==> config.mk <==
export PLATFORM = sky130hd
export DESIGN_NAME = sst_seq
export DESIGN_NICKNAME = d
export VERILOG_FILES = /design/src/rtl/sst_pkg.sv /design/src/rtl/sst_seq.sv
export VERILOG_INCLUDE_DIRS = /design/src /design/src/rtl
export SDC_FILE = /design/constraint.sdc
export NUM_CORES = 1
export LEC_CHECK = 0
export BUFFER_PORTS_ARGS = -buffer_cell sky130_fd_sc_hd__buf_2
export CAP_MARGIN = 5
export CORE_ASPECT_RATIO = 0.8
export CORE_MARGIN = 4
export CORE_UTILIZATION = 35
export DETAILED_ROUTE_END_ITERATION = 10
export PLACE_DENSITY = 0.66
export SYNTH_ARGS = -nofsm -noshare
export SYNTH_HDL_FRONTEND = slang
export SYNTH_SLANG_ARGS = --single-unit
==> constraint.sdc <==
create_clock -name clk -period 5.01 [get_ports clk]
set_input_delay 1.002 -clock clk [delete_from_list [all_inputs] [get_ports clk]]
set_output_delay 1.002 -clock clk [all_outputs]
set_load 0.1 [all_outputs]
==> src/rtl/sorted_station_table_core_macros.svh <==
// Assertion helpers for the station table sequencer RTL (sst_seq).
// Each macro expects signals named clk and rst_n in the using module.
`ifndef SORTED_STATION_TABLE_CORE_MACROS_SVH
`define SORTED_STATION_TABLE_CORE_MACROS_SVH

// The expression holds at every clock edge out of reset.
`define SST_ASSERT_ALWAYS(lbl, expr, msg) \
  lbl: assert property (@(posedge clk) disable iff (!rst_n) (expr)) else $error(msg);

// The consequent holds in the same cycle as the antecedent.
`define SST_ASSERT_IMPL(lbl, ante, cons, msg) \
  lbl: assert property (@(posedge clk) disable iff (!rst_n) (ante) |-> (cons)) \
    else $error(msg);

// The consequent holds in the cycle after the antecedent.
`define SST_ASSERT_NEXT(lbl, ante, cons, msg) \
  lbl: assert property (@(posedge clk) disable iff (!rst_n) (ante) |=> (cons)) \
    else $error(msg);

`endif

==> src/rtl/sst_pkg.sv <==
`default_nettype none

package sst_pkg;

  // Field widths of the channels.
  localparam int OP_W      = 3;
  localparam int FREQ_W    = 16;
  localparam int SLOT_W    = 6;
  localparam int LABEL_W   = 64;
  localparam int FIDX_W    = 6;
  localparam int CNT_OUT_W = 7;
  localparam int ST_W      = 2;

  // Default number of table entries.
  localparam int DEF_TABLE_DEPTH = 64;

  // Frequencies reserved as terminators; never stored.
  localparam logic [FREQ_W-1:0] FREQ_RSV_LO = 16'h0000;
  localparam logic [FREQ_W-1:0] FREQ_RSV_HI = 16'hFFFF;

  // Command codes.
  typedef enum logic [OP_W-1:0] {
    OP_SEEK_UP = 3'd0,
    OP_SEEK_DN = 3'd1,
    OP_STORE   = 3'd2,
    OP_REMOVE  = 3'd3,
    OP_TOGGLE  = 3'd4,
    OP_LOOKUP  = 3'd5,
    OP_ZAP     = 3'd6,
    OP_NONE    = 3'd7
  } op_t;

  // Result status codes.
  typedef enum logic [ST_W-1:0] {
    ST_DONE = 2'd0,
    ST_MISS = 2'd1,
    ST_DROP = 2'd2,
    ST_BAD  = 2'd3
  } st_t;

  // One table entry as held in the memory.
  typedef struct packed {
    logic [FREQ_W-1:0]  freq;
    logic [LABEL_W-1:0] label;
  } entry_t;

  // One result beat.
  typedef struct packed {
    logic                 tune_valid;
    logic [FREQ_W-1:0]    tune_freq;
    logic                 found;
    logic [FIDX_W-1:0]    found_index;
    logic [LABEL_W-1:0]   label_out;
    logic [CNT_OUT_W-1:0] entry_count;
    st_t                  status;
  } res_t;

endpackage

`default_nettype wire

==> src/rtl/sst_seq.sv <==
`default_nettype none

module sst_seq #(
  parameter int TABLE_DEPTH = sst_pkg::DEF_TABLE_DEPTH
) (
  input  logic                           clk,
  input  logic                           rst_n,
  // Command side.
  input  logic                           in_valid,
  output logic                           in_ready,
  input  logic [sst_pkg::OP_W-1:0]       in_op,
  input  logic [sst_pkg::FREQ_W-1:0]     in_freq,
  input  logic [sst_pkg::SLOT_W-1:0]     in_slot,
  input  logic [sst_pkg::LABEL_W-1:0]    in_label,
  // Result side.
  output logic                           res_valid,
  input  logic                           res_ready,
  output sst_pkg::res_t                  res,
  // Table memory.
  output logic                           ram_we,
  output logic [$clog2(TABLE_DEPTH)-1:0] ram_waddr,
  output sst_pkg::entry_t                ram_wdata,
  output logic                           ram_re,
  output logic [$clog2(TABLE_DEPTH)-1:0] ram_raddr,
  input  sst_pkg::entry_t                ram_rdata
);

  import sst_pkg::*;

  `include "sorted_station_table_core_macros.svh"

  localparam int IDX_W = $clog2(TABLE_DEPTH);
  localparam int CNT_W = $clog2(TABLE_DEPTH + 1);
  localparam int CMP_W = (CNT_W > SLOT_W) ? CNT_W : SLOT_W;
  localparam logic [CNT_W-1:0] DEPTH_C = CNT_W'(TABLE_DEPTH);
  localparam logic [CNT_W-1:0] ONE_C   = CNT_W'(1);

  typedef enum logic [3:0] {
    S_IDLE,
    S_SC_RD,
    S_SC_EV,
    S_DECIDE,
    S_INS_RD,
    S_INS_WR,
    S_WR_POS,
    S_RM_RD,
    S_RM_WR,
    S_Z_RD,
    S_Z_EV,
    S_FIN
  } state_t;

  state_t               state_r, state_nxt;
  logic [CNT_W-1:0]     count_r, count_nxt;
  op_t                  op_r, op_nxt;
  logic [FREQ_W-1:0]    freq_r, freq_nxt;
  logic [SLOT_W-1:0]    slot_r, slot_nxt;
  logic [LABEL_W-1:0]   label_r, label_nxt;
  logic [CNT_W-1:0]     idx_r, idx_nxt;
  logic [CNT_W-1:0]     dst_r, dst_nxt;
  logic                 hit_r, hit_nxt;
  logic [FREQ_W-1:0]    hit_freq_r, hit_freq_nxt;
  logic [LABEL_W-1:0]   hit_label_r, hit_label_nxt;
  logic [FREQ_W-1:0]    prev_freq_r, prev_freq_nxt;
  logic                 full_r, full_nxt;
  res_t                 res_r, res_nxt;

  logic                 in_rsv;
  logic                 eq;
  logic                 stop;
  op_t                  in_op_c;

  assign in_op_c   = op_t'(in_op);
  assign in_rsv    = (in_freq == FREQ_RSV_LO) || (in_freq == FREQ_RSV_HI);
  assign eq        = hit_r && (hit_freq_r == freq_r);
  assign stop      = (op_r == OP_SEEK_UP) ? (ram_rdata.freq > freq_r)
                                          : (ram_rdata.freq >= freq_r);
  assign in_ready  = (state_r == S_IDLE);
  assign res_valid = (state_r == S_FIN);

  // The count is reported as it stands once the command has finished.
  always_comb begin
    res             = res_r;
    res.entry_count = CNT_OUT_W'(count_r);
  end

  // Sequencer: scan the table in order, then shift or write entries; zap reads one entry by index.
  always_comb begin
    state_nxt     = state_r;
    count_nxt     = count_r;
    op_nxt        = op_r;
    freq_nxt      = freq_r;
    slot_nxt      = slot_r;
    label_nxt     = label_r;
    idx_nxt       = idx_r;
    dst_nxt       = dst_r;
    hit_nxt       = hit_r;
    hit_freq_nxt  = hit_freq_r;
    hit_label_nxt = hit_label_r;
    prev_freq_nxt = prev_freq_r;
    full_nxt      = full_r;
    res_nxt       = res_r;
    ram_we        = 1'b0;
    ram_waddr     = dst_r[IDX_W-1:0];
    ram_wdata     = ram_rdata;
    ram_re        = 1'b0;
    ram_raddr     = idx_r[IDX_W-1:0];

    unique case (state_r)
      S_IDLE: begin
        if (in_valid) begin
          op_nxt    = in_op_c;
          freq_nxt  = in_freq;
          slot_nxt  = in_slot;
          label_nxt = in_label;
          idx_nxt   = '0;
          hit_nxt   = 1'b0;
          full_nxt  = 1'b0;
          res_nxt   = '0;
          unique case (in_op_c) inside
            OP_ZAP: begin
              if (CMP_W'(in_slot) < CMP_W'(count_r)) begin
                state_nxt = S_Z_RD;
              end else begin
                res_nxt.status = ST_MISS;
                state_nxt      = S_FIN;
              end
            end
            OP_NONE: begin
              state_nxt = S_FIN;
            end
            OP_STORE, OP_REMOVE, OP_TOGGLE, OP_LOOKUP: begin
              if (in_rsv) begin
                res_nxt.status = ST_BAD;
                state_nxt      = S_FIN;
              end else begin
                state_nxt = (count_r == '0) ? S_DECIDE : S_SC_RD;
              end
            end
            OP_SEEK_UP, OP_SEEK_DN: begin
              state_nxt = (count_r == '0) ? S_DECIDE : S_SC_RD;
            end
          endcase
        end
      end

      S_SC_RD: begin
        ram_re    = 1'b1;
        ram_raddr = idx_r[IDX_W-1:0];
        state_nxt = S_SC_EV;
      end

      // Stop at the first entry at or above the target (above it for seek up).
      S_SC_EV: begin
        if (stop) begin
          hit_nxt       = 1'b1;
          hit_freq_nxt  = ram_rdata.freq;
          hit_label_nxt = ram_rdata.label;
          state_nxt     = S_DECIDE;
        end else begin
          prev_freq_nxt = ram_rdata.freq;
          idx_nxt       = idx_r + ONE_C;
          state_nxt     = ((idx_r + ONE_C) == count_r) ? S_DECIDE : S_SC_RD;
        end
      end

      S_DECIDE: begin
        full_nxt  = (count_r == DEPTH_C);
        state_nxt = S_FIN;
        unique case (op_r) inside
          OP_SEEK_UP: begin
            if (hit_r) begin
              res_nxt.tune_valid = 1'b1;
              res_nxt.tune_freq  = hit_freq_r;
            end else begin
              res_nxt.status = ST_MISS;
            end
          end
          OP_SEEK_DN: begin
            if (idx_r != '0) begin
              res_nxt.tune_valid = 1'b1;
              res_nxt.tune_freq  = prev_freq_r;
            end else begin
              res_nxt.status = ST_MISS;
            end
          end
          OP_LOOKUP: begin
            if (eq) begin
              res_nxt.found       = 1'b1;
              res_nxt.found_index = FIDX_W'(idx_r);
              res_nxt.label_out   = hit_label_r;
            end else begin
              res_nxt.status = ST_MISS;
            end
          end
          OP_STORE, OP_REMOVE, OP_TOGGLE: begin
            if (eq && (op_r != OP_STORE)) begin
              // Remove: pull the following entries down by one.
              dst_nxt = idx_r;
              if ((idx_r + ONE_C) < count_r) begin
                state_nxt = S_RM_RD;
              end else begin
                count_nxt = count_r - ONE_C;
              end
            end else if (op_r == OP_REMOVE) begin
              res_nxt.status = ST_MISS;
            end else if (eq) begin
              // Same frequency already stored: replace the payload.
              state_nxt = S_WR_POS;
            end else if (idx_r == DEPTH_C) begin
              // Full table and the new entry is the highest: it falls off.
              res_nxt.status = ST_DROP;
            end else begin
              // Insert: push entries up, dropping the top one when full.
              dst_nxt   = (count_r == DEPTH_C) ? (DEPTH_C - ONE_C) : count_r;
              state_nxt = (dst_nxt > idx_r) ? S_INS_RD : S_WR_POS;
            end
          end
          OP_ZAP, OP_NONE: begin
            state_nxt = S_FIN;
          end
        endcase
      end

      S_INS_RD: begin
        ram_re    = 1'b1;
        ram_raddr = IDX_W'(dst_r - ONE_C);
        state_nxt = S_INS_WR;
      end

      S_INS_WR: begin
        ram_we    = 1'b1;
        ram_waddr = dst_r[IDX_W-1:0];
        ram_wdata = ram_rdata;
        dst_nxt   = dst_r - ONE_C;
        state_nxt = ((dst_r - ONE_C) > idx_r) ? S_INS_RD : S_WR_POS;
      end

      S_WR_POS: begin
        ram_we          = 1'b1;
        ram_waddr       = idx_r[IDX_W-1:0];
        ram_wdata.freq  = freq_r;
        ram_wdata.label = label_r;
        if (eq) begin
          res_nxt.status = ST_DONE;
        end else if (full_r) begin
          res_nxt.status = ST_DROP;
        end else begin
          count_nxt = count_r + ONE_C;
        end
        state_nxt = S_FIN;
      end

      S_RM_RD: begin
        ram_re    = 1'b1;
        ram_raddr = IDX_W'(dst_r + ONE_C);
        state_nxt = S_RM_WR;
      end

      S_RM_WR: begin
        ram_we    = 1'b1;
        ram_waddr = dst_r[IDX_W-1:0];
        ram_wdata = ram_rdata;
        dst_nxt   = dst_r + ONE_C;
        if ((dst_r + ONE_C + ONE_C) < count_r) begin
          state_nxt = S_RM_RD;
        end else begin
          count_nxt = count_r - ONE_C;
          state_nxt = S_FIN;
        end
      end

      S_Z_RD: begin
        ram_re    = 1'b1;
        ram_raddr = IDX_W'(slot_r);
        state_nxt = S_Z_EV;
      end

      S_Z_EV: begin
        res_nxt.tune_valid  = 1'b1;
        res_nxt.tune_freq   = ram_rdata.freq;
        res_nxt.found       = 1'b1;
        res_nxt.found_index = slot_r;
        res_nxt.label_out   = ram_rdata.label;
        state_nxt           = S_FIN;
      end

      S_FIN: begin
        if (res_ready) begin
          state_nxt = S_IDLE;
        end
      end

      default: begin
        state_nxt = S_IDLE;
      end
    endcase
  end

  // State and entry count.
  always_ff @(posedge clk) begin
    if (!rst_n) begin
      state_r <= S_IDLE;
      count_r <= '0;
    end else begin
      state_r <= state_nxt;
      count_r <= count_nxt;
    end
  end

  // Command and scan registers.
  always_ff @(posedge clk) begin
    op_r        <= op_nxt;
    freq_r      <= freq_nxt;
    slot_r      <= slot_nxt;
    label_r     <= label_nxt;
    idx_r       <= idx_nxt;
    dst_r       <= dst_nxt;
    hit_r       <= hit_nxt;
    hit_freq_r  <= hit_freq_nxt;
    hit_label_r <= hit_label_nxt;
    prev_freq_r <= prev_freq_nxt;
    full_r      <= full_nxt;
    res_r       <= res_nxt;
  end

  // Checks on the sequencer.
  `SST_ASSERT_ALWAYS(a_count_bound, count_r <= DEPTH_C, "entry count above table depth")
  `SST_ASSERT_ALWAYS(a_port_excl, !(ram_we && ram_re), "memory read and write in one cycle")
  `SST_ASSERT_IMPL(a_we_state, ram_we, (state_r == S_INS_WR) || (state_r == S_RM_WR) || (state_r == S_WR_POS), "memory write outside a write state")
  `SST_ASSERT_IMPL(a_ins_order, state_r == S_INS_WR, dst_r > idx_r, "insert shift past the insert point")
  `SST_ASSERT_NEXT(a_idle_count, state_r == S_IDLE, $stable(count_r), "entry count moved while idle")

endmodule

`default_nettype wire

# Yosys cells after proc, flatten, opt, wreduce, memory -nomap -nowiden
# Index checks and enable logic that the tools add are counted.
# Widths: inputs -> output; s select.
[classes]
n_lt_le_gt_ge = 7
n_addsub = 6
n_reduce_logical = 33
n_bitwise = 1
n_mux = 66
n_eq_ne = 55
[ops]
columns = ["operator", "count"]
rows = [
  ["$pmux 88 s3", 1],
  ["$mux 71", 2],
  ["$mux 7", 14],
  ["$mux 97", 1],
  ["$mux 80", 1],
  ["$pmux 4 s11", 1],
  ["$pmux 7 s3", 2],
  ["$mux 4", 10],
  ["$mux 17", 2],
  ["$pmux 17 s2", 1],
  ["$ne 3x3->1 const B", 11],
  ["$mux 2", 16],
  ["$add 7x1->7 const B", 4],
  ["$ne 2x2->1 const B", 10],
  ["$eq 3x3->1 const B", 6],
  ["$pmux 6 s3", 1],
  ["$eq 16x16->1", 1],
  ["$eq 16x16->1 const B", 1],
  ["$eq 4x3->1 const B", 4],
  ["$eq 4x4->1 const B", 4],
  ["$ge 16x16->1", 1],
  ["$gt 16x16->1", 1],
  ["$logic_not 16->1", 1],
  ["$pmux 4 s4", 1],
  ["other kinds (39)", 71],
]
[word_totals]
word_cells = 187
ff_bits = 302
inputBits = 173
out_inout_bits = 193

# Depth between registers and ports, before layout
# Gate-level depths: netlist (run 1).
[depth]
depth_word = 10
mapped_depth = 16
mapped_depth_nobuf = 13

# Least setup slack after synthesis (run 1)
# OpenSTA, ideal clock, no wires.
[synth_path]
path_kind = "register to register"
start = "register hit_freq_r[6]"
end = "register res_r, in the netlist res[10], enable pin"
t_required_ns = 4.501
period_less_slack_ns = 5.037
stages_incl_launch_ff = 7
slack_ns = -0.027
setup_time_ns = 0.509
arrival_time_ns = 4.528
n_path_buf = 0
cell_sequence = "edfxtp_1 > xnor2_1 > nand4_1 > nor3_1 > nand2_1 > o31a_1 > nor2b_1"
[synth_between]
elab_chain_cells = 4
[synth_lines]
columns = ["item", "line_no", "rtl"]
rows = [
  ["from (decl)", "sst_seq.sv:62", "logic [FREQ_W-1:0] hit_freq_r, hit_freq_nxt;"],
  ["from (signal assigned)", "sst_seq.sv:320", "hit_freq_r <= hit_freq_nxt;"],
  ["$eq 16x16->1", "sst_seq.sv:75", "assign eq = hit_r && (hit_freq_r == freq_r);"],
  ["$logic_and 1x1->1", "sst_seq.sv:75", ""],
  ["$ne 2x2->1 (no line)", "-", ""],
  ["$reduce_and 4->1 (no line)", "-", ""],
  ["to (signal assigned)", "sst_seq.sv:324", "res_r <= res_nxt;"],
  ["to (decl)", "sst_seq.sv:66", "res_t res_r, res_nxt;"],
]
# No other way between the ends.
# A chain may end at the register's enable or synchronous reset.

==> results of run 1 <==
## cell usage after synthesis (3+ instances only)
library cell,count
edfxtp_1,291
nand2_1,285
a22o_1,67
o21ai_0,62
ha_1,60
inv_1,46
clkbuf_1,41
nor2_1,37
xnor2_1,37
a21oi_1,35
mux2i_1,24
nand3_1,22
nand4_1,13
dfxtp_1,11
a21o_1,10
nand2b_1,10
nor3_1,10
and2_1,9
and3_1,8
nor2b_1,8
nor4_1,8
a31oi_1,7
buf_2,7
xor2_1,7
a211oi_1,6
a22oi_1,6
buf_1,5
o22ai_1,5
nand3b_1,4
o221ai_1,3
or2_2,3
## cells by family after synthesis
kind of cell / count (synthesis)
and+or+nand+nor: 425
adders and majority gates: 61
DFF: 302
buffers and inverters: 100
xor gates and xnor gates: 44
AOI/OAI and AO/OA: 229
muxes: 26
## cells in the final DEF, fill, tap and decap left out, types with 4 or more instances in the layout
master | Yosys | routed
nand4_1 | 13 | 13
nor3_1 | 10 | 9
a21o_1 | 10 | 10
a22o_1 | 67 | 67
xor2_1 | 7 | 7
a211oi_1 | 6 | 6
nor2_1 | 37 | 36
edfxtp_1 | 291 | 291
nor2b_1 | 8 | 7
a22oi_1 | 6 | 6
nor4_1 | 8 | 8
ha_1 | 60 | 60
o22ai_1 | 5 | 5
inv_1 | 46 | 43
o21ai_0 | 62 | 62
and2_1 | 9 | 9
mux2i_1 | 24 | 24
buf_4 | 0 | 15
buf_2 | 7 | 365
clkinv_1 | 0 | 5
nand3_1 | 22 | 22
xnor2_1 | 37 | 37
clkinv_2 | 0 | 7
nand3b_1 | 4 | 4
and3_1 | 8 | 8
nand2_1 | 285 | 285
nand2b_1 | 10 | 10
a31oi_1 | 7 | 7
clkbuf_16 | 0 | 31
a21oi_1 | 35 | 35
dfxtp_1 | 11 | 11
bufinv_16 | 0 | 9
## layer usage
metal,vias to the layer above,share of wire
met3,70,0.088
li1,5065,-
met1,5337,0.42
met5,-,0.00016
met2,501,0.47
met4,2,0.023
## state kept, by name, indices dropped and copies added (netlist names)
register	flops
hit_freq_r	16
slot_r	6
res	90
idx_r	7
hit_r	1
op_r	3
count_r	7
state_r	4
label_r	64
prev_freq_r	16
hit_label_r	64
full_r	1
dst_r	7
freq_r	16
## stage by stage
step           setup WS (ns)  utilization
2_1_floorplan         0.5457            -
3_3_place_gp           1.455       0.4183
3_5_place_dp           1.332       0.4183
4_1_cts               0.6966       0.4471
5_1_grt               0.4198       0.4472
6_report              0.6822       0.4472
## worst max-delay path by stage
| stage | end | from |
|---|---|---|
| 3_5_place_dp | ram_wdata[28] | state_r[0] |
| 6_report | ram_wdata[33] | state_r[0] |
| 4_1_cts | ram_wdata[28] | state_r[0] |
| 3_3_place_gp | ram_wdata[38] | state_r[0] |
| 2_1_floorplan | ram_wdata[75] | state_r[2] |
| 5_1_grt | ram_wdata[46] | state_r[0] |
## power by group through the flow
stage / sequential (mW) / combinational [mW] / clock (mW)
6_report: 4.11 / 6.24 / 2.59
3_5_place_dp: 4.15 / 6.24 / 0
3_3_place_gp: 4.13 / 6.20 / 0
5_1_grt: 4.17 / 6.53 / 2.78
4_1_cts: 4.10 / 6.25 / 2.66
2_1_floorplan: 6.83 / 2.21 / 0
## cell type report
type	instances	area, µm²
Fill cell	3624	21980
Sequential cell	302	8959
Timing Repair Buffer	381	1959
Multi-Input combinational cell	785	4867
Antenna cell	2	5.005
Tap cell	536	670.6
Clock inverter	23	359.1
Inverter	46	178.9
Clock buffer	34	787.0
==> flow_results.xml, run 1 <==
<?xml version="1.0" encoding="UTF-8"?>
<metrics>
  <group name="clock_network">
    <metric name="cts_hold_buffers" unit="">0</metric>
    <metric name="tritoncts" unit="">yes</metric>
    <metric name="clock_path_buffers" unit="">3</metric>
    <metric name="h-tree-depth" unit="">1</metric>
    <metric name="cts_sink_cnt" unit="">302</metric>
    <metric name="cts-buffers-inserted" unit="">31</metric>
    <metric name="post_cts_resize_count" unit="">0</metric>
    <metric name="cts_setup_buffers" unit="">0</metric>
    <metric name="worst_setup_hold_path_clk_slew" unit="ns">0.07</metric>
    <metric name="cell_at_the_root_of_the_clock_tree" unit="">clkbuf_16</metric>
    <metric name="clk_latency" unit="ns">0.57</metric>
  </group>
  <group name="cells_and_area">
    <metric name="fin_nets" unit="">1781</metric>
    <metric name="drive_above_1_share" unit="">0.2845</metric>
    <metric name="finish.cell_count_without_fillers" unit="">2109</metric>
    <metric name="area_growth" unit="%">25.36</metric>
    <metric name="design_area" unit="µm²">17790</metric>
  </group>
  <group name="drt">
    <metric name="post-route-drc-count" unit="">0</metric>
    <metric name="drt-wirelength-per-cell" unit="µm">20.62</metric>
    <metric name="drt-initial-drc-count" unit="">862</metric>
    <metric name="wirelength" unit="µm">43500</metric>
    <metric name="detail_route.vias_per_cell" unit="">5.204</metric>
    <metric name="drt_pass1_iterations" unit="">6</metric>
    <metric name="routed-via-count" unit="">10980</metric>
    <metric name="drt.antenna.violating_nets" unit="">0</metric>
  </group>
  <group name="power">
    <metric name="power_density" unit="nW/µm²">727.4</metric>
    <metric name="power.share.combinational" unit="">0.482</metric>
    <metric name="worst_ir_drop_vdd" unit="V">0.0007626</metric>
    <metric name="power.net_switching" unit="mW">6.549</metric>
    <metric name="share_of_power_burned_in_registers" unit="">0.317</metric>
    <metric name="design_power_total" unit="mW">12.94</metric>
    <metric name="power.share.switching" unit="">0.5062</metric>
    <metric name="power.leakage" unit="nW">7.425</metric>
    <metric name="share_clk_of_total_power" unit="">0.200</metric>
    <metric name="power.internal" unit="mW">6.389</metric>
  </group>
  <group name="setup_path">
    <metric name="critical_path_arrival" unit="ns">3.33</metric>
    <metric name="r2r_setup_slack" unit="ns">1.43</metric>
    <metric name="timing.critical_path.from_type" unit="">flip-flop</metric>
    <metric name="family_of_cells_with_the_greatest_summed_delay_on_the_critical_path" unit="">buffers and inverters</metric>
    <metric name="critical_path.max_fanout" unit="">77</metric>
    <metric name="worstReg2RegEnd" unit="">count_r[0]</metric>
    <metric name="critical_path_depth" unit="">8</metric>
    <metric name="crit_path_cell_trace" unit="">inv_1 &gt; nand2_1 &gt; nor2_4 &gt; inv_4 &gt; buf_4 &gt; nand2_1 &gt; nand2_1 &gt; buf_2</metric>
    <metric name="worst_r2r_path_depth" unit="">13</metric>
    <metric name="crit_top_cell" unit="">nand2_1</metric>
    <metric name="cp.required" unit="ns">4.01</metric>
    <metric name="critical-path-slowest-cell" unit="">dfxtp_1</metric>
    <metric name="crit_path_end_kind" unit="">primary output</metric>
    <metric name="reg_to_reg_start" unit="">dst_r[0]</metric>
    <metric name="timing_worst_setup_path_type" unit="">reg -&gt; out</metric>
    <metric name="worst-path-buf-inv" unit="">4</metric>
    <metric name="delay_of_the_slowest_cell_on_the_worst_path" unit="ns">0.68</metric>
  </group>
  <group name="synth">
    <metric name="gate_count_after_technology_mapping" unit="">1187</metric>
    <metric name="synth_top_area_share" unit="">0.6159</metric>
    <metric name="post_synth_main_area_contributors" unit="">edfxtp_1 62%, nand2_1 7.5%, ha_1 5.3%</metric>
    <metric name="synth_top_area_cell" unit="">edfxtp_1</metric>
    <metric name="count_of_flip_flops_with_a_built_in_enable_after_synthesis" unit="">291</metric>
    <metric name="synthesis.area_per_instance" unit="µm²">11.95</metric>
    <metric name="synth-adder-area-share" unit="">0.05433</metric>
    <metric name="fraction_of_synthesized_area_in_multiplexers" unit="">0.01852</metric>
    <metric name="ys_async_sr_fraction" unit="">0</metric>
    <metric name="postSynthNetCount" unit="">1421</metric>
    <metric name="synth-seq-area-share" unit="">0.6314</metric>
    <metric name="synth_compound_gate_area_share" unit="">0.1113</metric>
    <metric name="ys_seq_elements" unit="">302</metric>
    <metric name="synth_warnings" unit="">0</metric>
    <metric name="yosysUniqueCellTypes" unit="">61</metric>
    <metric name="post_synth_instance_area" unit="µm²">14190</metric>
    <metric name="synthFlopType" unit="">edfxtp_1</metric>
    <metric name="synth_xor_xnor_area_share" unit="">0.02716</metric>
    <metric name="yosys.area_share.simple" unit="">0.1296</metric>
    <metric name="synth_top_family_by_area" unit="">simple AND/OR/NAND/NOR gates</metric>
  </group>
  <group name="global_routing">
    <metric name="grt_start_max_net_pins" unit="">78</metric>
    <metric name="global_route_wire_length_before_repair" unit="µm">64690</metric>
    <metric name="global_route.peak_usage_layer" unit="">met2</metric>
    <metric name="total_global_routing_track_utilization" unit="">0.1894</metric>
    <metric name="gr-usage-met3" unit="">0.04632</metric>
    <metric name="overflow" unit="">0</metric>
    <metric name="grt_antenna_before_repair" unit="">3</metric>
    <metric name="number_of_global_route_vias_before_repair" unit="">10690</metric>
    <metric name="grt.met1_usage" unit="">0.2585</metric>
    <metric name="global_route.usage.met2" unit="">0.3070</metric>
  </group>
  <group name="floorplanning">
    <metric name="die_area" unit="µm²">43840</metric>
    <metric name="fp.dieH" unit="µm">188.1</metric>
    <metric name="fp.dieW" unit="µm">233.1</metric>
    <metric name="fp-row-count" unit="">65</metric>
    <metric name="pin_count" unit="">366</metric>
    <metric name="placeableCoreArea" unit="µm²">39770</metric>
    <metric name="floorplan.initialDensity" unit="">0.3567</metric>
  </group>
  <group name="timing">
    <metric name="period_share" unit="">0.8638</metric>
    <metric name="final_max_slew_viol_count" unit="">0</metric>
    <metric name="finalSetupViolations" unit="">0</metric>
    <metric name="finalHoldViolCount" unit="">0</metric>
    <metric name="period_needed" unit="ns">4.328</metric>
    <metric name="clock.fmax" unit="GHz">0.2311</metric>
    <metric name="clock_skew" unit="ns">0.009534</metric>
    <metric name="timing.slew.headroom" unit="">0.2332</metric>
    <metric name="finalSetupTns" unit="ns">0</metric>
    <metric name="finalHoldWorstSlack" unit="ns">0.5352</metric>
    <metric name="transition_time_of_the_tightest_slew_check_pin" unit="ns">1.150</metric>
    <metric name="unrepaired_setup_endpoints_after_global_routing" unit="">no</metric>
  </group>
  <group name="hold_path">
    <metric name="hold_path_end" unit="">res[24]</metric>
    <metric name="min_delay_path_depth" unit="">1</metric>
    <metric name="worstHoldStart" unit="">hit_label_r[15]</metric>
    <metric name="worstHoldPathType" unit="">reg -&gt; reg</metric>
  </group>
  <group name="place">
    <metric name="routabilityCongestion" unit="">0.9394</metric>
    <metric name="placed_cells_incl_taps" unit="">2050</metric>
    <metric name="dpl-instance-area" unit="µm²">16630</metric>
    <metric name="place.port_buffers" unit="">365</metric>
    <metric name="hpwl_detailed" unit="µm">31430</metric>
  </group>
  <group name="job">
    <metric name="max_cap_viol_count" unit="">0</metric>
  </group>
  <group name="outcome">
    <metric name="run_status" unit="">finished, final reports clean</metric>
  </group>
</metrics>
No activity file was read; power rests on OpenSTA's default activity.
==> inputs of run 2 (changes only) <==
==> constraint.sdc (replaced) <==
create_clock -name clk -period 5.01 [get_ports clk]
set_input_delay 0.7515 -clock clk [delete_from_list [all_inputs] [get_ports clk]]
set_output_delay 0.7515 -clock clk [all_outputs]
set_load 0.1 [all_outputs]
==> run 2 against run 1 <==
Final area down 0.22%. Via count down 0.68%. Non-clock buffer count down 4. Critical endpoint is now ram_raddr[3]. Clock skew up 0.015 ns. Largest power group unchanged. Largest cell class unchanged.
==> flow_results.xml, run 2 (same netlist as run 1, synthesis figures left out) <==
<?xml version="1.0" encoding="UTF-8"?>
<metrics>
  <group name="drt">
    <metric name="routed-via-count" unit="">10900</metric>
    <metric name="drt-wirelength-per-cell" unit="µm">20.52</metric>
    <metric name="drt_pass1_iterations" unit="">6</metric>
    <metric name="drt.antenna.violating_nets" unit="">0</metric>
    <metric name="post-route-drc-count" unit="">0</metric>
    <metric name="detail_route.vias_per_cell" unit="">5.173</metric>
    <metric name="drt-initial-drc-count" unit="">907</metric>
    <metric name="wirelength" unit="µm">43240</metric>
  </group>
  <group name="timing">
    <metric name="clock.fmax" unit="GHz">0.2561</metric>
    <metric name="post-route-worst-setup-slack" unit="ns">1.105</metric>
    <metric name="period_share" unit="">0.7795</metric>
    <metric name="final_max_slew_viol_count" unit="">0</metric>
    <metric name="unrepaired_setup_endpoints_after_global_routing" unit="">no</metric>
    <metric name="period_needed" unit="ns">3.905</metric>
    <metric name="transition_time_of_the_tightest_slew_check_pin" unit="ns">1.169</metric>
    <metric name="finalSetupViolations" unit="">0</metric>
    <metric name="timing.slew.headroom" unit="">0.2206</metric>
    <metric name="clock_skew" unit="ns">0.02467</metric>
    <metric name="finalSetupTns" unit="ns">0</metric>
    <metric name="finalHoldViolCount" unit="">0</metric>
  </group>
  <group name="cells_and_area">
    <metric name="layout.cells.most_common" unit="">buf_2</metric>
    <metric name="drive_above_1_share" unit="">0.2828</metric>
    <metric name="fin_nets" unit="">1780</metric>
    <metric name="mostFrequentLayoutCells" unit="">365 x buf_2, 291 x edfxtp_1, 285 x nand2_1</metric>
    <metric name="area_growth" unit="%">25.09</metric>
    <metric name="max_reg_flops" unit="">90</metric>
  </group>
  <group name="power">
    <metric name="worst_ir_drop_vdd" unit="V">0.0006709</metric>
    <metric name="design_power_total" unit="mW">12.84</metric>
    <metric name="power.leakage" unit="nW">7.392</metric>
    <metric name="power_density" unit="nW/µm²">723.7</metric>
  </group>
  <group name="floorplanning">
    <metric name="floorplan.initialDensity" unit="">0.3567</metric>
    <metric name="fp.dieW" unit="µm">233.1</metric>
    <metric name="fp.dieH" unit="µm">188.1</metric>
    <metric name="die_area" unit="µm²">43840</metric>
    <metric name="fp-row-count" unit="">65</metric>
    <metric name="placeableCoreArea" unit="µm²">39770</metric>
    <metric name="pin_count" unit="">366</metric>
  </group>
  <group name="global_routing">
    <metric name="global_route.peak_usage_layer" unit="">met2</metric>
    <metric name="gr-usage-met3" unit="">0.04587</metric>
    <metric name="global_route_wire_length_before_repair" unit="µm">64430</metric>
    <metric name="total_global_routing_track_utilization" unit="">0.1887</metric>
    <metric name="overflow" unit="">0</metric>
    <metric name="number_of_global_route_vias_before_repair" unit="">10740</metric>
    <metric name="grt_antenna_before_repair" unit="">1</metric>
    <metric name="grt.met1_usage" unit="">0.2557</metric>
    <metric name="grt_start_max_net_pins" unit="">84</metric>
    <metric name="global_route.usage.met2" unit="">0.3050</metric>
  </group>
  <group name="setup_path">
    <metric name="crit_path_end_kind" unit="">primary output</metric>
    <metric name="delay_of_the_slowest_cell_on_the_worst_path" unit="ns">0.72</metric>
    <metric name="worst-path-buf-inv" unit="">1</metric>
    <metric name="family_of_cells_with_the_greatest_summed_delay_on_the_critical_path" unit="">simple AND/OR/NAND/NOR gates</metric>
    <metric name="crit_top_cell" unit="">a21oi_1</metric>
    <metric name="timing.critical_path.from_type" unit="">flip-flop</metric>
    <metric name="timing_worst_setup_path_type" unit="">reg -&gt; out</metric>
    <metric name="crit_path_cell_trace" unit="">nand2_1 &gt; nor3_1 &gt; a22o_1 &gt; a21oi_1 &gt; a21oi_1 &gt; buf_2</metric>
    <metric name="critical_path_arrival" unit="ns">3.15</metric>
    <metric name="cp.required" unit="ns">4.26</metric>
    <metric name="critical-path-slowest-cell" unit="">nor3_1</metric>
    <metric name="critical_path.max_fanout" unit="">18</metric>
  </group>
  <group name="clock_network">
    <metric name="tritoncts" unit="">yes</metric>
    <metric name="cell_at_the_root_of_the_clock_tree" unit="">clkbuf_16</metric>
    <metric name="cts_setup_buffers" unit="">0</metric>
    <metric name="post_cts_resize_count" unit="">0</metric>
    <metric name="worst_setup_hold_path_clk_slew" unit="ns">0.07</metric>
    <metric name="cts_sink_cnt" unit="">302</metric>
    <metric name="h-tree-depth" unit="">2</metric>
    <metric name="cts-buffers-inserted" unit="">34</metric>
    <metric name="clk_latency" unit="ns">0.53</metric>
    <metric name="clock_path_buffers" unit="">3</metric>
    <metric name="cts_hold_buffers" unit="">0</metric>
  </group>
  <group name="hold_path">
    <metric name="worstHoldPathType" unit="">in -&gt; reg</metric>
  </group>
  <group name="place">
    <metric name="dpl_worst_slack" unit="ns">1.464</metric>
    <metric name="hpwl_detailed" unit="µm">31350</metric>
    <metric name="routabilityCongestion" unit="">0.9487</metric>
    <metric name="place.port_buffers" unit="">365</metric>
  </group>
  <group name="outcome">
    <metric name="run_status" unit="">finished, final reports clean</metric>
  </group>
  <group name="job">
    <metric name="max_cap_viol_count" unit="">0</metric>
  </group>
</metrics>
==> run 2: report_power, final <==
| group | total (mW) | switching (mW) | internal, mW |
|---|---|---|---|
| Sequential | 4.10 | 0.353 | 3.75 |
| Combinational | 6.22 | 5.19 | 1.04 |
| Clock | 2.52 | 1.03 | 1.49 |
==> run 2: routing by layer <==
metal | vias up | part of all wire
met5 | - | 0
met4 | 0 | 0.023
met3 | 77 | 0.089
met2 | 486 | 0.46
met1 | 5269 | 0.43
li1 | 5068 | -
==> run 2: worst reg2reg max path, cell delays in order, from the launching register on <==
cell and delay (ns):
edfxtp_1 0.56, ha_1 0.32, xor2_1 0.35, and3_1 0.25, nand2_1 0.06, nor2_1 0.14
xnor2_1 0.14, ha_1 0.26, and3_1 0.18, a311oi_2 0.37, nor2_1 0.08, a211o_1 0.43
xor2_1 0.19, and2_1 0.17
==> run 2: metrics by stage <==
stage	instance area, µm²	utilization	hold slack [ns]	instances
CTS	17740	0.4462	0.3636	2106
finish	17750	0.4462	0.3981	2107
global placement	16620	0.4178	0.5224	2046
floorplan	14190	-	0.5184	1187
global route	17750	0.4462	0.3687	2107
detailed placement	16620	0.4178	0.5276	2046
==> run 2: area by class of cell <==
type	instances	area (µm²)
multi-input cells	785	4867
clock buffers	38	887.1
clock inverters	22	240.2
inverters	46	178.9
well taps	536	670.6
fillers	3639	22020
diodes	1	2.502
repair buffers	377	1942
flip-flops and latches	302	8959
==> run 2: worst paths after layout <==
| check | startpoint | end | slack [ns] | cells past startpoint |
|---|---|---|---|---|
| worst max-delay path | state_r[2] | ram_raddr[3] | 1.10 | 6 |
| worst min-delay path | in_label[12] | label_r[12] | 0.40 | 1 |
| worst max register to register | dst_r[0] | count_r[0] | 1.41 | 13 |
| worst min register to register | hit_label_r[33] | res[42] | 0.53 | 1 |
==> inputs of run 3 (changes only) <==
PLACE_DENSITY = 0.64   (was 0.66)
clock period = 3.7 ns   (was 5.01 ns; I/O delays follow)
==> run 3 against run 2 <==
Wire length is essentially flat. Register-to-register slack lost 1.1 ns. Final cell count grew 0.47%. Clock skew shrank 0.0091 ns. Clock-buffer cell count shrank 1. Final area grew 1.0%. Clock power grew 27%. Worst setup slack lost 0.88 ns. Critical path type unchanged. Critical endpoint is now ram_raddr[2]. Largest cell class unchanged. Highest routed layer unchanged.
==> flow_results.xml, run 3 (same netlist as run 1, synthesis figures left out) <==
<?xml version="1.0" encoding="UTF-8"?>
<metrics>
  <group name="global_routing">
    <metric name="global_route_wire_length_before_repair" unit="µm">64860</metric>
    <metric name="grt.met1_usage" unit="">0.2602</metric>
    <metric name="overflow" unit="">0</metric>
    <metric name="global_route.usage.met2" unit="">0.3064</metric>
    <metric name="grt_start_max_net_pins" unit="">65</metric>
    <metric name="gr-usage-met3" unit="">0.04830</metric>
    <metric name="global_route.peak_usage_layer" unit="">met2</metric>
    <metric name="total_global_routing_track_utilization" unit="">0.1897</metric>
    <metric name="number_of_global_route_vias_before_repair" unit="">10710</metric>
    <metric name="grt_antenna_before_repair" unit="">1</metric>
  </group>
  <group name="timing">
    <metric name="timing.slew.headroom" unit="">0.4850</metric>
    <metric name="unrepaired_setup_endpoints_after_global_routing" unit="">no</metric>
    <metric name="clock_skew" unit="ns">0.01553</metric>
    <metric name="period_needed" unit="ns">3.471</metric>
    <metric name="period_share" unit="">0.9380</metric>
    <metric name="transition_time_of_the_tightest_slew_check_pin" unit="ns">0.7725</metric>
    <metric name="clock.fmax" unit="GHz">0.2881</metric>
    <metric name="finalHoldViolCount" unit="">0</metric>
    <metric name="final_max_slew_viol_count" unit="">0</metric>
    <metric name="finalSetupViolations" unit="">0</metric>
  </group>
  <group name="cells_and_area">
    <metric name="area_growth" unit="%">26.40</metric>
    <metric name="fin_nets" unit="">1791</metric>
    <metric name="max_reg_flops" unit="">90</metric>
    <metric name="layout.cells.most_common" unit="">buf_2</metric>
    <metric name="design_area" unit="µm²">17930</metric>
    <metric name="seqCellArea" unit="µm²">8959</metric>
    <metric name="layout.filler_cells" unit="">3673</metric>
    <metric name="final_core_utilization" unit="">0.4509</metric>
    <metric name="mostFrequentLayoutCells" unit="">355 x buf_2, 291 x edfxtp_1, 285 x nand2_1</metric>
    <metric name="drive_above_1_share" unit="">0.2867</metric>
    <metric name="multi_input_comb_area" unit="µm²">4861</metric>
  </group>
  <group name="floorplanning">
    <metric name="pin_count" unit="">366</metric>
    <metric name="die_area" unit="µm²">43840</metric>
    <metric name="placeableCoreArea" unit="µm²">39770</metric>
    <metric name="fp-row-count" unit="">65</metric>
    <metric name="fp.dieH" unit="µm">188.1</metric>
    <metric name="floorplan.initialDensity" unit="">0.3567</metric>
    <metric name="fp.dieW" unit="µm">233.1</metric>
  </group>
  <group name="clock_network">
    <metric name="cts-buffers-inserted" unit="">31</metric>
    <metric name="clk_latency" unit="ns">0.59</metric>
    <metric name="post_cts_resize_count" unit="">0</metric>
    <metric name="cts_sink_cnt" unit="">302</metric>
    <metric name="cell_at_the_root_of_the_clock_tree" unit="">clkbuf_16</metric>
    <metric name="worst_setup_hold_path_clk_slew" unit="ns">0.06</metric>
    <metric name="cts_hold_buffers" unit="">0</metric>
    <metric name="clock_path_buffers" unit="">3</metric>
    <metric name="cts_setup_buffers" unit="">0</metric>
    <metric name="h-tree-depth" unit="">1</metric>
    <metric name="tritoncts" unit="">yes</metric>
  </group>
  <group name="drt">
    <metric name="wirelength" unit="µm">43210</metric>
    <metric name="drt-initial-drc-count" unit="">896</metric>
    <metric name="detail_route.vias_per_cell" unit="">5.107</metric>
    <metric name="drt-wirelength-per-cell" unit="µm">20.41</metric>
    <metric name="drt.antenna.violating_nets" unit="">0</metric>
    <metric name="routed-via-count" unit="">10810</metric>
    <metric name="post-route-drc-count" unit="">0</metric>
    <metric name="drt_pass1_iterations" unit="">5</metric>
  </group>
  <group name="setup_path">
    <metric name="reg_to_reg_start" unit="">dst_r[1]</metric>
    <metric name="crit_path_end_kind" unit="">primary output</metric>
    <metric name="critical_path.max_fanout" unit="">15</metric>
    <metric name="cp.required" unit="ns">3.14</metric>
    <metric name="timing.critical_path.from_type" unit="">flip-flop</metric>
    <metric name="r2r_setup_slack" unit="ns">0.29</metric>
    <metric name="critical_path_arrival" unit="ns">2.92</metric>
    <metric name="critical-path-slowest-cell" unit="">dfxtp_1</metric>
    <metric name="worstReg2RegEnd" unit="">count_r[0]</metric>
    <metric name="crit_path_cell_trace" unit="">nand2b_1 &gt; nor2_1 &gt; a22oi_1 &gt; a31oi_1 &gt; buf_2</metric>
    <metric name="delay_of_the_slowest_cell_on_the_worst_path" unit="ns">0.64</metric>
    <metric name="timing_worst_setup_path_type" unit="">reg -&gt; out</metric>
    <metric name="worst_r2r_path_depth" unit="">13</metric>
  </group>
  <group name="place">
    <metric name="hpwl_detailed" unit="µm">32030</metric>
    <metric name="routabilityCongestion" unit="">0.9648</metric>
    <metric name="dpl-instance-area" unit="µm²">16910</metric>
    <metric name="place.port_buffers" unit="">365</metric>
  </group>
  <group name="power">
    <metric name="power.share.combinational" unit="">0.497</metric>
    <metric name="power.internal" unit="mW">8.416</metric>
    <metric name="power.net_switching" unit="mW">8.858</metric>
    <metric name="power_density" unit="nW/µm²">963.3</metric>
    <metric name="power.leakage" unit="nW">7.469</metric>
    <metric name="power.share.switching" unit="">0.5128</metric>
    <metric name="worst_ir_drop_vdd" unit="V">0.0008427</metric>
    <metric name="share_of_power_burned_in_registers" unit="">0.318</metric>
    <metric name="share_clk_of_total_power" unit="">0.184</metric>
  </group>
  <group name="outcome">
    <metric name="run_status" unit="">finished, final reports clean</metric>
  </group>
  <group name="job">
    <metric name="max_cap_viol_count" unit="">0</metric>
  </group>
  <group name="hold_path">
    <metric name="min_delay_path_depth" unit="">1</metric>
    <metric name="hold_path_end" unit="">label_r[30]</metric>
    <metric name="worstHoldStart" unit="">in_label[30]</metric>
    <metric name="worstHoldPathType" unit="">in -&gt; reg</metric>
  </group>
</metrics>
[run 3: cell types whose count changed in the layout (fill, tap and decap cells not counted), sizes merged]
cell	previous run	this run
clkinvlp	2	4
buf	377	391
clkbuf	38	37
inv	46	47
clkinv	16	10
[run 3: through the flow]
stage | setup slack (ns) | hold slack (ns) | power [mW] | setup TNS, ns | std cells
floorplan | -0.3173 | 0.5184 | 12.23 | -2.849 | 1187
global placement | 0.3624 | 0.5208 | 14.10 | 0 | 2060
detailed placement | 0.2980 | 0.5260 | 14.18 | 0 | 2060
CTS | 0.2259 | 0.1037 | 17.41 | 0 | 2116
global route | 0.03263 | 0.1104 | 18.04 | 0 | 2117
finish | 0.2295 | 0.1427 | 17.27 | 0 | 2117
[run 3: per-layer routing]
layer	up-vias	share of wire
met2	476	0.46
met4	0	0.021
met5	-	0
met3	67	0.092
met1	5174	0.43
li1	5094	-
[run 3: area by class of cell]
type,count,area share
timing repair buffer,391,0.1246
antenna,1,0.0001395
tap,536,0.03740
clock inverter,19,0.01249
inverter,46,0.01019
multi-input combinational,785,0.2711
clock buffer,37,0.04452
sequential,302,0.4996
[run 3: worst max-delay path, delay by kind of cell (launching register included)]
| kind | cells | cell delay [ns] |
|---|---|---|
| buffers and inverters | 1 | 0.46 |
| AND/OR/NAND/NOR | 2 | 0.83 |
| flip-flops | 1 | 0.64 |
| AO/OA/AOI/OAI | 2 | 0.40 |
[run 3: power by group through the flow]
stage | combinational (mW) | clock, mW | sequential (mW)
2_1_floorplan | 3.00 | 0 | 9.24
3_3_place_gp | 8.57 | 0 | 5.54
3_5_place_dp | 8.62 | 0 | 5.57
4_1_cts | 8.64 | 3.27 | 5.50
5_1_grt | 9.01 | 3.43 | 5.60
6_report | 8.59 | 3.19 | 5.50
[run 3: how the worst max path moves through the flow]
stage	from	endpoint	slack, ns	cells past startpoint
after floorplan	state_r[2]	ram_wdata[75]	-0.32	7
after global placement	dst_r[1]	count_r[0]	0.36	13
after detailed placement	dst_r[1]	count_r[0]	0.30	13
after CTS	state_r[2]	ram_wdata[29]	0.23	6
after global routing	dst_r[1]	count_r[0]	0.03	13
final	state_r[0]	ram_raddr[2]	0.23	5
